--- config.mk ---
export PLATFORM = sky130hd
export DESIGN_NAME = cosine_threshold_recommender_core
export DESIGN_NICKNAME = d
export VERILOG_FILES = /design/src/rtl/ctr_pkg.sv /design/src/rtl/cosine_threshold_recommender_core.sv
export SDC_FILE = /design/constraint.sdc
export NUM_CORES = 2
export LEC_CHECK = 0
export ABC_CLOCK_PERIOD_IN_PS = 7300
export BUFFER_PORTS_ARGS = -buffer_cell sky130_fd_sc_hd__buf_2
export CAP_MARGIN = 20
export CORE_ASPECT_RATIO = 1.2
export CORE_UTILIZATION = 35
export DETAILED_ROUTE_END_ITERATION = 7
export GPL_ROUTABILITY_DRIVEN = 1
export SYNTH_ARGS = -nofsm -noshare
export SYNTH_HDL_FRONTEND = slang
export SYNTH_SLANG_ARGS = --single-unit
--- constraint.sdc ---
create_clock -name clk_i -period 7.3 [get_ports clk_i]
set_input_delay 0.365 -clock clk_i [delete_from_list [all_inputs] [get_ports clk_i]]
set_output_delay 0.365 -clock clk_i [all_outputs]
set_load 0.005 [all_outputs]
--- src/rtl/ctr_pkg.sv ---
// shared types and sizes for the cosine threshold recommender
// no dependencies
package ctr_pkg;

  localparam int unsigned MaxUsers = 16;
  localparam int unsigned MaxItems = 16;
  localparam int unsigned MaxDense = 8;
  localparam int unsigned AddrW    = $clog2(MaxUsers * MaxItems);

  localparam logic OpLoad  = 1'b0;
  localparam logic OpQuery = 1'b1;

  localparam logic [1:0] StatOk      = 2'd0;
  localparam logic [1:0] StatNoSim   = 2'd1;
  localparam logic [1:0] StatBadIdx  = 2'd2;

  localparam logic [1:0] RegThresh = 2'd0;
  localparam logic [1:0] RegUsers  = 2'd1;
  localparam logic [1:0] RegDense  = 2'd2;
  localparam logic [1:0] RegItems  = 2'd3;

  typedef struct packed {
    logic       operation;
    logic [3:0] user;
    logic [3:0] item;
    logic [2:0] rating;
  } ctr_cmd_t;

  typedef struct packed {
    logic [1:0]  status;
    logic [3:0]  similar_count;
    logic [6:0]  rating_sum;
    logic [10:0] average_q8;
  } ctr_res_t;

endpackage

--- src/rtl/cosine_threshold_recommender_core.sv ---
// cosine threshold recommender: rating store, similarity sweep, average divider
// depends on ctr_pkg
//
//  channel   | handshake                     | payload
//  ----------+-------------------------------+----------------
//  command   | start && !busy                | cmd_i
//  result    | res_valid_o (one cycle)       | res_o
//  config    | psel && penable && pwrite     | paddr, pwdata
//
// a load leaves busy low, so loads go back to back.
// a query reads the rating memory one entry a cycle: the queried row, then for
// each other user its row and its rating of the queried item, then the M1, M2
// and CMP steps; the queried user is skipped; then the restoring divider runs
// (skipped when no user is similar); the result follows in the next cycle.
// reset clears the per-entry valid bits; unwritten entries read as zero.
// the receiver cannot stall; each result is shown for exactly one cycle.
module cosine_threshold_recommender_core (
  input  logic              clk_i,
  input  logic              rst_ni,
  input  logic              start,
  output logic              busy,
  input  ctr_pkg::ctr_cmd_t cmd_i,
  output logic              res_valid_o,
  output ctr_pkg::ctr_res_t res_o,
  input  logic              psel,
  input  logic              penable,
  input  logic              pwrite,
  input  logic [3:0]        paddr,
  input  logic [31:0]       pwdata,
  output logic [31:0]       prdata,
  output logic              pready
);
  import ctr_pkg::*;

  localparam logic [2:0] S_IDLE  = 3'd0;
  localparam logic [2:0] S_RDA   = 3'd1;
  localparam logic [2:0] S_NEXTB = 3'd2;
  localparam logic [2:0] S_RDB   = 3'd3;
  localparam logic [2:0] S_M1    = 3'd4;
  localparam logic [2:0] S_M2    = 3'd5;
  localparam logic [2:0] S_CMP   = 3'd6;
  localparam logic [2:0] S_DIV   = 3'd7;

  // configuration
  logic [15:0] thr_q;
  logic [4:0]  ucnt_q, icnt_q;
  logic [3:0]  dcnt_q;
  logic        cfg_wr;

  assign pready = 1'b1;
  assign cfg_wr = psel && penable && pwrite;

  always_ff @(posedge clk_i or negedge rst_ni) begin
    if (!rst_ni) begin
      thr_q  <= 16'd57016;
      ucnt_q <= 5'd10;
      dcnt_q <= 4'd5;
      icnt_q <= 5'd10;
    end else if (cfg_wr) begin
      case (paddr[3:2])
        RegThresh: thr_q  <= pwdata[15:0];
        RegUsers:  ucnt_q <= pwdata[4:0];
        RegDense:  dcnt_q <= pwdata[3:0];
        RegItems:  icnt_q <= pwdata[4:0];
        default: ;
      endcase
    end
  end

  always_comb begin
    case (paddr[3:2])
      RegThresh: prdata = {16'd0, thr_q};
      RegUsers:  prdata = {27'd0, ucnt_q};
      RegDense:  prdata = {28'd0, dcnt_q};
      RegItems:  prdata = {27'd0, icnt_q};
      default:   prdata = 32'd0;
    endcase
  end

  // effective counts
  logic [4:0] nu, ni, nd, d0;
  assign nu = (ucnt_q > 5'(MaxUsers)) ? 5'(MaxUsers) : ucnt_q;
  assign ni = (icnt_q > 5'(MaxItems)) ? 5'(MaxItems) : icnt_q;
  assign d0 = ({1'b0, dcnt_q} > 5'(MaxDense)) ? 5'(MaxDense) : {1'b0, dcnt_q};
  assign nd = (d0 > ni) ? ni : d0;

  // control state
  logic [2:0]  state_q, state_d;
  logic [3:0]  ua_q, item_q;
  logic [4:0]  b_q;
  logic [4:0]  idx_q;
  logic        pend_q;
  logic [4:0]  tag_q;
  logic [2:0]  arow_q [MaxDense];
  logic [8:0]  da_q, db_q, num_q;
  logic [2:0]  sp_q;
  logic [31:0] thr2_q;
  logic [17:0] num2_q, dadb_q;
  logic        zero_q;
  logic [49:0] prod_q;
  logic [3:0]  cnt_q;
  logic [6:0]  sum_q;
  logic [14:0] dvd_q;
  logic [3:0]  rem_q;
  logic [3:0]  step_q;
  logic        res_valid_q;
  ctr_res_t    res_q;

  assign busy        = (state_q != S_IDLE);
  assign res_valid_o = res_valid_q;
  assign res_o       = res_q;

  logic accept, is_load, is_query, bad_idx;
  assign accept   = start && !busy;
  assign is_load  = accept && (cmd_i.operation == OpLoad);
  assign is_query = accept && (cmd_i.operation == OpQuery);
  assign bad_idx  = ({1'b0, cmd_i.user} >= nu) || ({1'b0, cmd_i.item} >= (ni - nd));

  // rating memory with per-entry valid bits
  logic [2:0]       mem_q [MaxUsers * MaxItems];
  logic [2:0]       rdata_q;
  logic             rvld_q;
  logic [MaxUsers*MaxItems-1:0] vld_q;
  logic             we, re;
  logic [AddrW-1:0] waddr, raddr;
  logic [3:0]       rd_item;
  logic [3:0]       rd_user;
  logic [2:0]       rd;

  assign we    = is_load && ({1'b0, cmd_i.user} < nu) && ({1'b0, cmd_i.item} < ni);
  assign waddr = {cmd_i.user, cmd_i.item};

  always_comb begin
    re      = 1'b0;
    rd_user = ua_q;
    rd_item = idx_q[3:0];
    if (state_q == S_RDA) begin
      re = (idx_q < nd);
    end else if (state_q == S_RDB) begin
      re      = (idx_q <= nd);
      rd_user = b_q[3:0];
      rd_item = (idx_q == nd) ? 4'(nd + {1'b0, item_q}) : idx_q[3:0];
    end
  end
  assign raddr = {rd_user, rd_item};

  always_ff @(posedge clk_i) begin
    if (we) mem_q[waddr] <= cmd_i.rating;
    rdata_q <= mem_q[raddr];
  end

  always_ff @(posedge clk_i or negedge rst_ni) begin
    if (!rst_ni) begin
      vld_q  <= '0;
      rvld_q <= 1'b0;
    end else begin
      if (we) vld_q[waddr] <= 1'b1;
      rvld_q <= vld_q[raddr];
    end
  end

  assign rd = rvld_q ? rdata_q : 3'd0;

  // divider step
  logic [4:0] dtrial;
  logic       dge;
  assign dtrial = {rem_q, dvd_q[14]};
  assign dge    = dtrial >= {1'b0, cnt_q};

  always_comb begin
    state_d = state_q;
    case (state_q)
      S_IDLE:  if (is_query && !bad_idx) state_d = S_RDA;
      S_RDA:   if (idx_q == nd && !pend_q) state_d = S_NEXTB;
      S_NEXTB: begin
        if (b_q == nu) state_d = (cnt_q == 4'd0) ? S_IDLE : S_DIV;
        else if (b_q[3:0] != ua_q) state_d = S_RDB;
      end
      S_RDB:   if (idx_q == nd + 5'd1 && !pend_q) state_d = S_M1;
      S_M1:    state_d = S_M2;
      S_M2:    state_d = S_CMP;
      S_CMP:   state_d = S_NEXTB;
      S_DIV:   if (step_q == 4'd14) state_d = S_IDLE;
      default: state_d = S_IDLE;
    endcase
  end

  always_ff @(posedge clk_i or negedge rst_ni) begin
    if (!rst_ni) begin
      state_q     <= S_IDLE;
      res_valid_q <= 1'b0;
      pend_q      <= 1'b0;
    end else begin
      state_q     <= state_d;
      res_valid_q <= 1'b0;
      pend_q      <= re;
      if (is_query && bad_idx) res_valid_q <= 1'b1;
      if (state_q == S_NEXTB && b_q == nu && cnt_q == 4'd0) res_valid_q <= 1'b1;
      if (state_q == S_DIV && step_q == 4'd14) res_valid_q <= 1'b1;
    end
  end

  // datapath
  always_ff @(posedge clk_i) begin
    tag_q <= idx_q;
    if (re) idx_q <= idx_q + 5'd1;
    case (state_q)
      S_IDLE: begin
        ua_q   <= cmd_i.user;
        item_q <= cmd_i.item;
        idx_q  <= 5'd0;
        da_q   <= 9'd0;
        b_q    <= 5'd0;
        cnt_q  <= 4'd0;
        sum_q  <= 7'd0;
        if (is_query && bad_idx) res_q <= '{StatBadIdx, 4'd0, 7'd0, 11'd0};
      end
      S_RDA: begin
        thr2_q <= thr_q * thr_q;
        if (pend_q) begin
          arow_q[tag_q[2:0]] <= rd;
          da_q <= da_q + 9'(rd) * 9'(rd);
        end
      end
      S_NEXTB: begin
        idx_q  <= 5'd0;
        num_q  <= 9'd0;
        db_q   <= 9'd0;
        step_q <= 4'd0;
        rem_q  <= 4'd0;
        dvd_q  <= {sum_q, 8'd0};
        if (b_q != nu && b_q[3:0] == ua_q) b_q <= b_q + 5'd1;
        if (b_q == nu && cnt_q == 4'd0) res_q <= '{StatNoSim, 4'd0, 7'd0, 11'd0};
      end
      S_RDB: begin
        if (pend_q) begin
          if (tag_q < nd) begin
            num_q <= num_q + 9'(arow_q[tag_q[2:0]]) * 9'(rd);
            db_q  <= db_q + 9'(rd) * 9'(rd);
          end else begin
            sp_q <= rd;
          end
        end
      end
      S_M1: begin
        num2_q <= num_q * num_q;
        dadb_q <= da_q * db_q;
        zero_q <= (da_q == 9'd0) || (db_q == 9'd0);
      end
      S_M2: prod_q <= thr2_q * dadb_q;
      S_CMP: begin
        b_q <= b_q + 5'd1;
        if (!zero_q && ({num2_q, 32'd0} >= prod_q)) begin
          cnt_q <= cnt_q + 4'd1;
          sum_q <= sum_q + {4'd0, sp_q};
        end
      end
      S_DIV: begin
        step_q <= step_q + 4'd1;
        rem_q  <= dge ? 4'(dtrial - {1'b0, cnt_q}) : dtrial[3:0];
        dvd_q  <= {dvd_q[13:0], dge};
        if (step_q == 4'd14) begin
          res_q <= '{StatOk, cnt_q, sum_q, {dvd_q[9:0], dge}};
        end
      end
      default: ;
    endcase
  end

endmodule
# --- Yosys cells after proc, flatten, opt, wreduce, memory -nomap -nowiden ---
# Memories as Yosys holds them, arrays and structs flattened. A register that Yosys moved wholly into a read port is not among the register bits.
# Cells that the tools add are included.
totals:
  ramBits: 792
  elab_cells: 203
  out_inout_bits: 59
  n_memories: 2
  ff_bits: 522
  input_bits: 54
classes:
  n_reduce_logical: 48
  n_eq_ne: 29
  bitwise_logic: 3
  n_addsub: 12
  magnitude_cmp: 16
  multipliers: 6
  mux: 55
memory_table:
  columns: ["memory", "depth", "word_bits", "rd", "rd_clocked_by_memory_dff", "write_ports", "line_no", "text"]
  rows:
  - ["mem_q", 256, 3, 1, 1, 1, "cosine_threshold_recommender_core.sv:120", "logic [2:0] mem_q [MaxUsers * MaxItems];"]
  - ["arow_q", 8, 3, 1, 1, 1, "cosine_threshold_recommender_core.sv:94", "logic [2:0] arow_q [MaxDense];"]
ops:
  columns: ["cell", "n"]
  rows:
  - ["$or 256x256->256", 1]
  - ["$pmux 32 s4", 1]
  - ["$mux 24", 3]
  - ["$pmux 24 s3", 1]
  - ["$pmux 9 s2", 3]
  - ["$ge 50x50->1", 1]
  - ["$mul 32x18->50", 1]
  - ["$mux 9", 5]
  - ["$mul 9x9->18", 2]
  - ["$mul 16x16->32", 1]
  - ["$mux 4", 8]
  - ["$pmux 15 s2", 1]
  - ["$add 9x6->9", 3]
  - ["$mux 3", 8]
  - ["$pmux 3 s8", 1]
  - ["$pmux 4 s2", 3]
  - ["$mux 5", 4]
  - ["$logic_and 1x1->1", 18]
  - ["$logic_not 9->1", 2]
  - ["$lt 8x9->1 const B", 2]
  - ["$add 5x1->5 const B", 3]
  - ["$eq 5x5->1", 3]
  - ["$pmux 5 s3", 1]
  - ["$pmux 7 s2", 1]
  - ["other kinds (44)", 92]

# --- Depth between registers and ports, before layout ---
logic_depth:
  depth_word: 11
  mapped_depth: 27
  mapped_depth_nobuf: 25

# --- Worst setup path before layout ---
# No wires, ideal clock.
synth_timing:
  path_type: "reg2reg"
  startpoint: "register thr_q[5]"
  endpoint: "register thr2_q[31], data pin"
  t_arrival_ps: 6111
  path_stages_with_launch: 26
  n_path_buf: 2
  synth_period_minus_slack_ps: 6373
  setup_time_ps: 262
  required_time_ps: 7038
  setup_slack_ps: 927
  path_cell_list: "dfstp_2 clkbuf_1 clkbuf_1 nand2_1 inv_1 fa_1 inv_1 fa_1 fa_1 inv_1 fa_1 inv_1 fa_1 fa_1 inv_1 ha_1 and4_1 a21oi_1 o21ai_0 a31oi_1 o22ai_1 a22o_1 a211oi_1 o31ai_1 a21oi_1 xor2_1"
synth_via:
  elab_chain_cells: 1
synth_rtl:
  columns: ["item", "line_no", "text"]
  rows:
  - ["start: declaration", "cosine_threshold_recommender_core.sv:45", "logic [15:0] thr_q;"]
  - ["start signal: assignment", "cosine_threshold_recommender_core.sv:61", "RegThresh: thr_q <= pwdata[15:0];"]
  - ["$mul 16x16->32", "cosine_threshold_recommender_core.sv:219", "thr2_q <= thr_q * thr_q;"]
  - ["end signal: assignment", "cosine_threshold_recommender_core.sv:219", null]
  - ["end: declaration", "cosine_threshold_recommender_core.sv:97", "logic [31:0] thr2_q;"]
# Every way passes these cells.
# A chain may end at the register's enable or synchronous reset.

# --- Worst setup path after layout ---
layout_timing:
  startpoint: "register dadb_q[6]"
  endpoint: "register prod_q[49], data pin"
layout_via:
  elab_chain_cells: 1
layout_rtl:
  columns: ["item", "line_no", "text"]
  rows:
  - ["start: declaration", "cosine_threshold_recommender_core.sv:98", "logic [17:0] num2_q, dadb_q;"]
  - ["start signal: assignment", "cosine_threshold_recommender_core.sv:247", "dadb_q <= da_q * db_q;"]
  - ["$mul 32x18->50", "cosine_threshold_recommender_core.sv:250", "S_M2: prod_q <= thr2_q * dadb_q;"]
  - ["end signal: assignment", "cosine_threshold_recommender_core.sv:250", null]
  - ["end: declaration", "cosine_threshold_recommender_core.sv:100", "logic [49:0] prod_q;"]
# Every way passes these cells.

==> flow_metrics.tcl <==
set metrics [dict create \
    run_status "complete, no violations" \
    clk_pin_slew_ns 0.06 \
    unrepaired_setup_endpoints_after_global_routing "no" \
    io_pins 113 \
    overflow 0 \
    numClockSinks 1315 \
    cts.path.max_buffers 3 \
    finalSetupTns_ns 0 \
    die_h_um 542 \
    critical_path_required_ns 7.79 \
    worst-slew-pin-transition_ns 1.08 \
    crit_slowest_cell "fa_1" \
    detailroute.via_count 57426 \
    first_global_vias 60688 \
    postSynth.asyncResetShare 0.222 \
    worst_hold_class "input pin to flip-flop" \
    post_route_cell_area_mm2 0.0954 \
    worst_path_largest_cell_delay_ns 0.58 \
    critPathLaunchType "flip-flop" \
    die_area_mm2 0.245 \
    design.final.nets 9103 \
    synth.yosys.seq_area_share 0.446 \
    drt_first_pass_iters 6 \
    start_util 0.353 \
    remaining_drc_errors 0 \
    syn-cell-area_mm2 0.0850 \
    slew_headroom 0.280 \
    synthesis.yosys.warnings 0 \
    count_of_unique_library_cells_instantiated_by_yosys 78 \
    numCtsBuffers 145 \
    insertion_delay_ns 0.81 \
    place.port_buffers 77 \
    maximum_number_of_pins_on_one_net_before_global_route_repair 202 \
    via_per_inst 5.11 \
    sum_of_routed_wire_length_over_all_layers_mm 225 \
    std_cell_rows 197 \
    synth.largest_area_cell "edfxtp_1" \
    post_route_cells_drive_above_1_share 0.104 \
    post_drt_wl_per_cell_um 20.0 \
    post_synth_main_area_contributors "edfxtp_1 (36%), fa_1 (17%), dfrtp_1 (8.1%), nand2_1 (5.8%), ha_1 (5.7%)" \
    netlist.area_leader.share 0.357 \
    finClkSkew_ns 0.0688 \
    cp_max_fo 27 \
    global_route.usage.total 0.184 \
    finalCriticalPeriod_ns 7.11 \
    synth_seq_cells 1315 \
    globalplace.congestion 0.863 \
    areaGrowthSynthToFinish_pct 12.3 \
    tritoncts_clock_tree "built" \
    dp.final_hpwl_mm 156 \
    setup_viol 0 \
    grt_antenna_before_repair 8 \
    setup.worst_path.end_class "flip-flop" \
    leading_cell_type_in_the_layout_fill_and_taps_excluded "nand2_1" \
    clock_tree.root_cell "clkbuf_16" \
    cp_cell_sequence "buf_12, buf_4, and2_1, fa_1, inv_1, fa_1, fa_1, inv_1, fa_1, fa_1, inv_1, fa_1, inv_1, ha_1, a21oi_1, o21ai_0, a221oi_2, nand3_1, a221oi_1, buf_4, a21oi_1, a21oi_2, o21ai_0, xnor2_1" \
    chipWidth_um 452 \
    synth-edff-count 1010 \
    path_common_cell "fa_1" \
    max_freq_mhz 141 \
    fillerInstances 23160 \
    final_cycle_share 0.973 \
    synth_ff_type "edfxtp_1" \
    htree_levels 4 \
    synth_area_per_cell_um2 10.8 \
    drt_iter0_markers 4060 \
    critical_path_data_arrival_time_ns 7.60 \
    slew_viol_final 0 \
    postPlaceCellArea_mm2 0.0899 \
    antenna_violating_nets_left 0 \
    core_area_mm2 0.241 \
    hold_violations 0 \
    most-common-layout-cells "nand2_1 (1,314), inv_1 (1,026), edfxtp_1 (1,010)" \
    critPathKind "flip-flop to flip-flop" \
    first_pass_grt_wire_length_mm 350 \
    syn-instance-count 7838 \
    drv_cap 0 \
]
## state kept, by name, summed over array words and instances, names as in the netlist, 7 cells and up
name,flops
mem_q,768
vld_q,256
prod_q,50
thr2_q,31
arow_q,24
res_o,24
dadb_q,18
num2_q,17
thr_q,16
dvd_q,15
da_q,9
db_q,9
num_q,9
sum_q,7
## worst paths after layout
path | from | endpoint | slack, ns | depth (start not counted)
max | dadb_q[6] | prod_q[49] | 0.19 | 24
min | penable | thr_q[1] | 0.18 | 4
max reg2reg | dadb_q[6] | prod_q[49] | 0.19 | 24
min reg2reg | idx_q[0] | tag_q[0] | 0.42 | 0
max in group asynchronous | rst_ni | vld_q[136] | 5.63 | 3
min in group asynchronous | rst_ni | vld_q[93] | 0.19 | 2
## what timing repair did
action                     4_1_cts  5_1_grt
hold endpoints to repair       187        0
setup endpoints to repair        0        7
resized for setup                0        4
hold buffers                    26        0
buffers inserted                 0       16
## Yosys cell counts (all sizes together), types with 70 or more instances
library cell	count
ha	385
mux4	70
xnor2	98
fa	728
and2	351
nor2	433
o21bai	146
clkbuf	322
edfxtp	1010
o21ai	90
inv	1026
nand3	385
nand2	1316
a21oi	219
dfrtp	276
buf	121
or2	133
## per-layer routing
metal | part of all wire | up-vias | track usage
met3 | 0.050 | 432 | 0.0217
li1 | - | 25994 | -
met2 | 0.52 | 1690 | 0.332
met4 | 0.039 | 0 | 0.0692
met5 | 0 | - | 0
met1 | 0.39 | 29310 | 0.224
## per-stage QoR
| stage | worst slack (ns) | cells | util | hold slack, ns |
|---|---|---|---|---|
| detailed placement | 0.0519 | 10931 | 0.374 | 0.417 |
| CTS | 0.00619 | 11227 | 0.396 | 0.122 |
| finish | 0.195 | 11248 | 0.397 | 0.178 |
| floorplan | 0.927 | 7863 | - | 0.0694 |
| global route | 0.00478 | 11246 | 0.397 | 0.169 |
| global placement | 0.141 | 10931 | 0.374 | 0.411 |
## critical path, delay by kind of cell, from the launching register on
| family | cells | cell delay, ns |
|---|---|---|
| DFF | 1 | 0.41 |
| AOI/OAI and AO/OA | 7 | 1.59 |
| and+or+nand+nor | 2 | 0.35 |
| adders and majority gates | 7 | 3.45 |
| buffers and inverters | 7 | 0.82 |
| xor gates and xnor gates | 1 | 0.15 |
## area by class of cell
| type | instances | area (µm²) | area share |
|---|---|---|---|
| inverter | 1028 | 3860 | 0.0404 |
| multi-input combinational | 5077 | 41600 | 0.436 |
| clock inverter | 76 | 1090 | 0.0114 |
| tap | 3184 | 3980 | 0.0417 |
| antenna | 5 | 12.5 | 0.000131 |
| timing repair buffer | 369 | 3000 | 0.0314 |
| sequential | 1315 | 37900 | 0.397 |
| clock buffer | 194 | 4020 | 0.0421 |
## kinds of logic after synthesis
| kind of cell | share of synthesized area |
|---|---|
| adders and majority gates | 0.228 |
| other | 0.0000884 |
| and+or+nand+nor | 0.154 |
| DFF | 0.446 |
| AOI/OAI and AO/OA | 0.0631 |
| muxes | 0.0253 |
| buffers and inverters | 0.0673 |
| xor gates and xnor gates | 0.0153 |
Power is left out: the tool's default activity adds up to more than one toggle a clock period on the data nets, which glitch-free logic cannot reach.
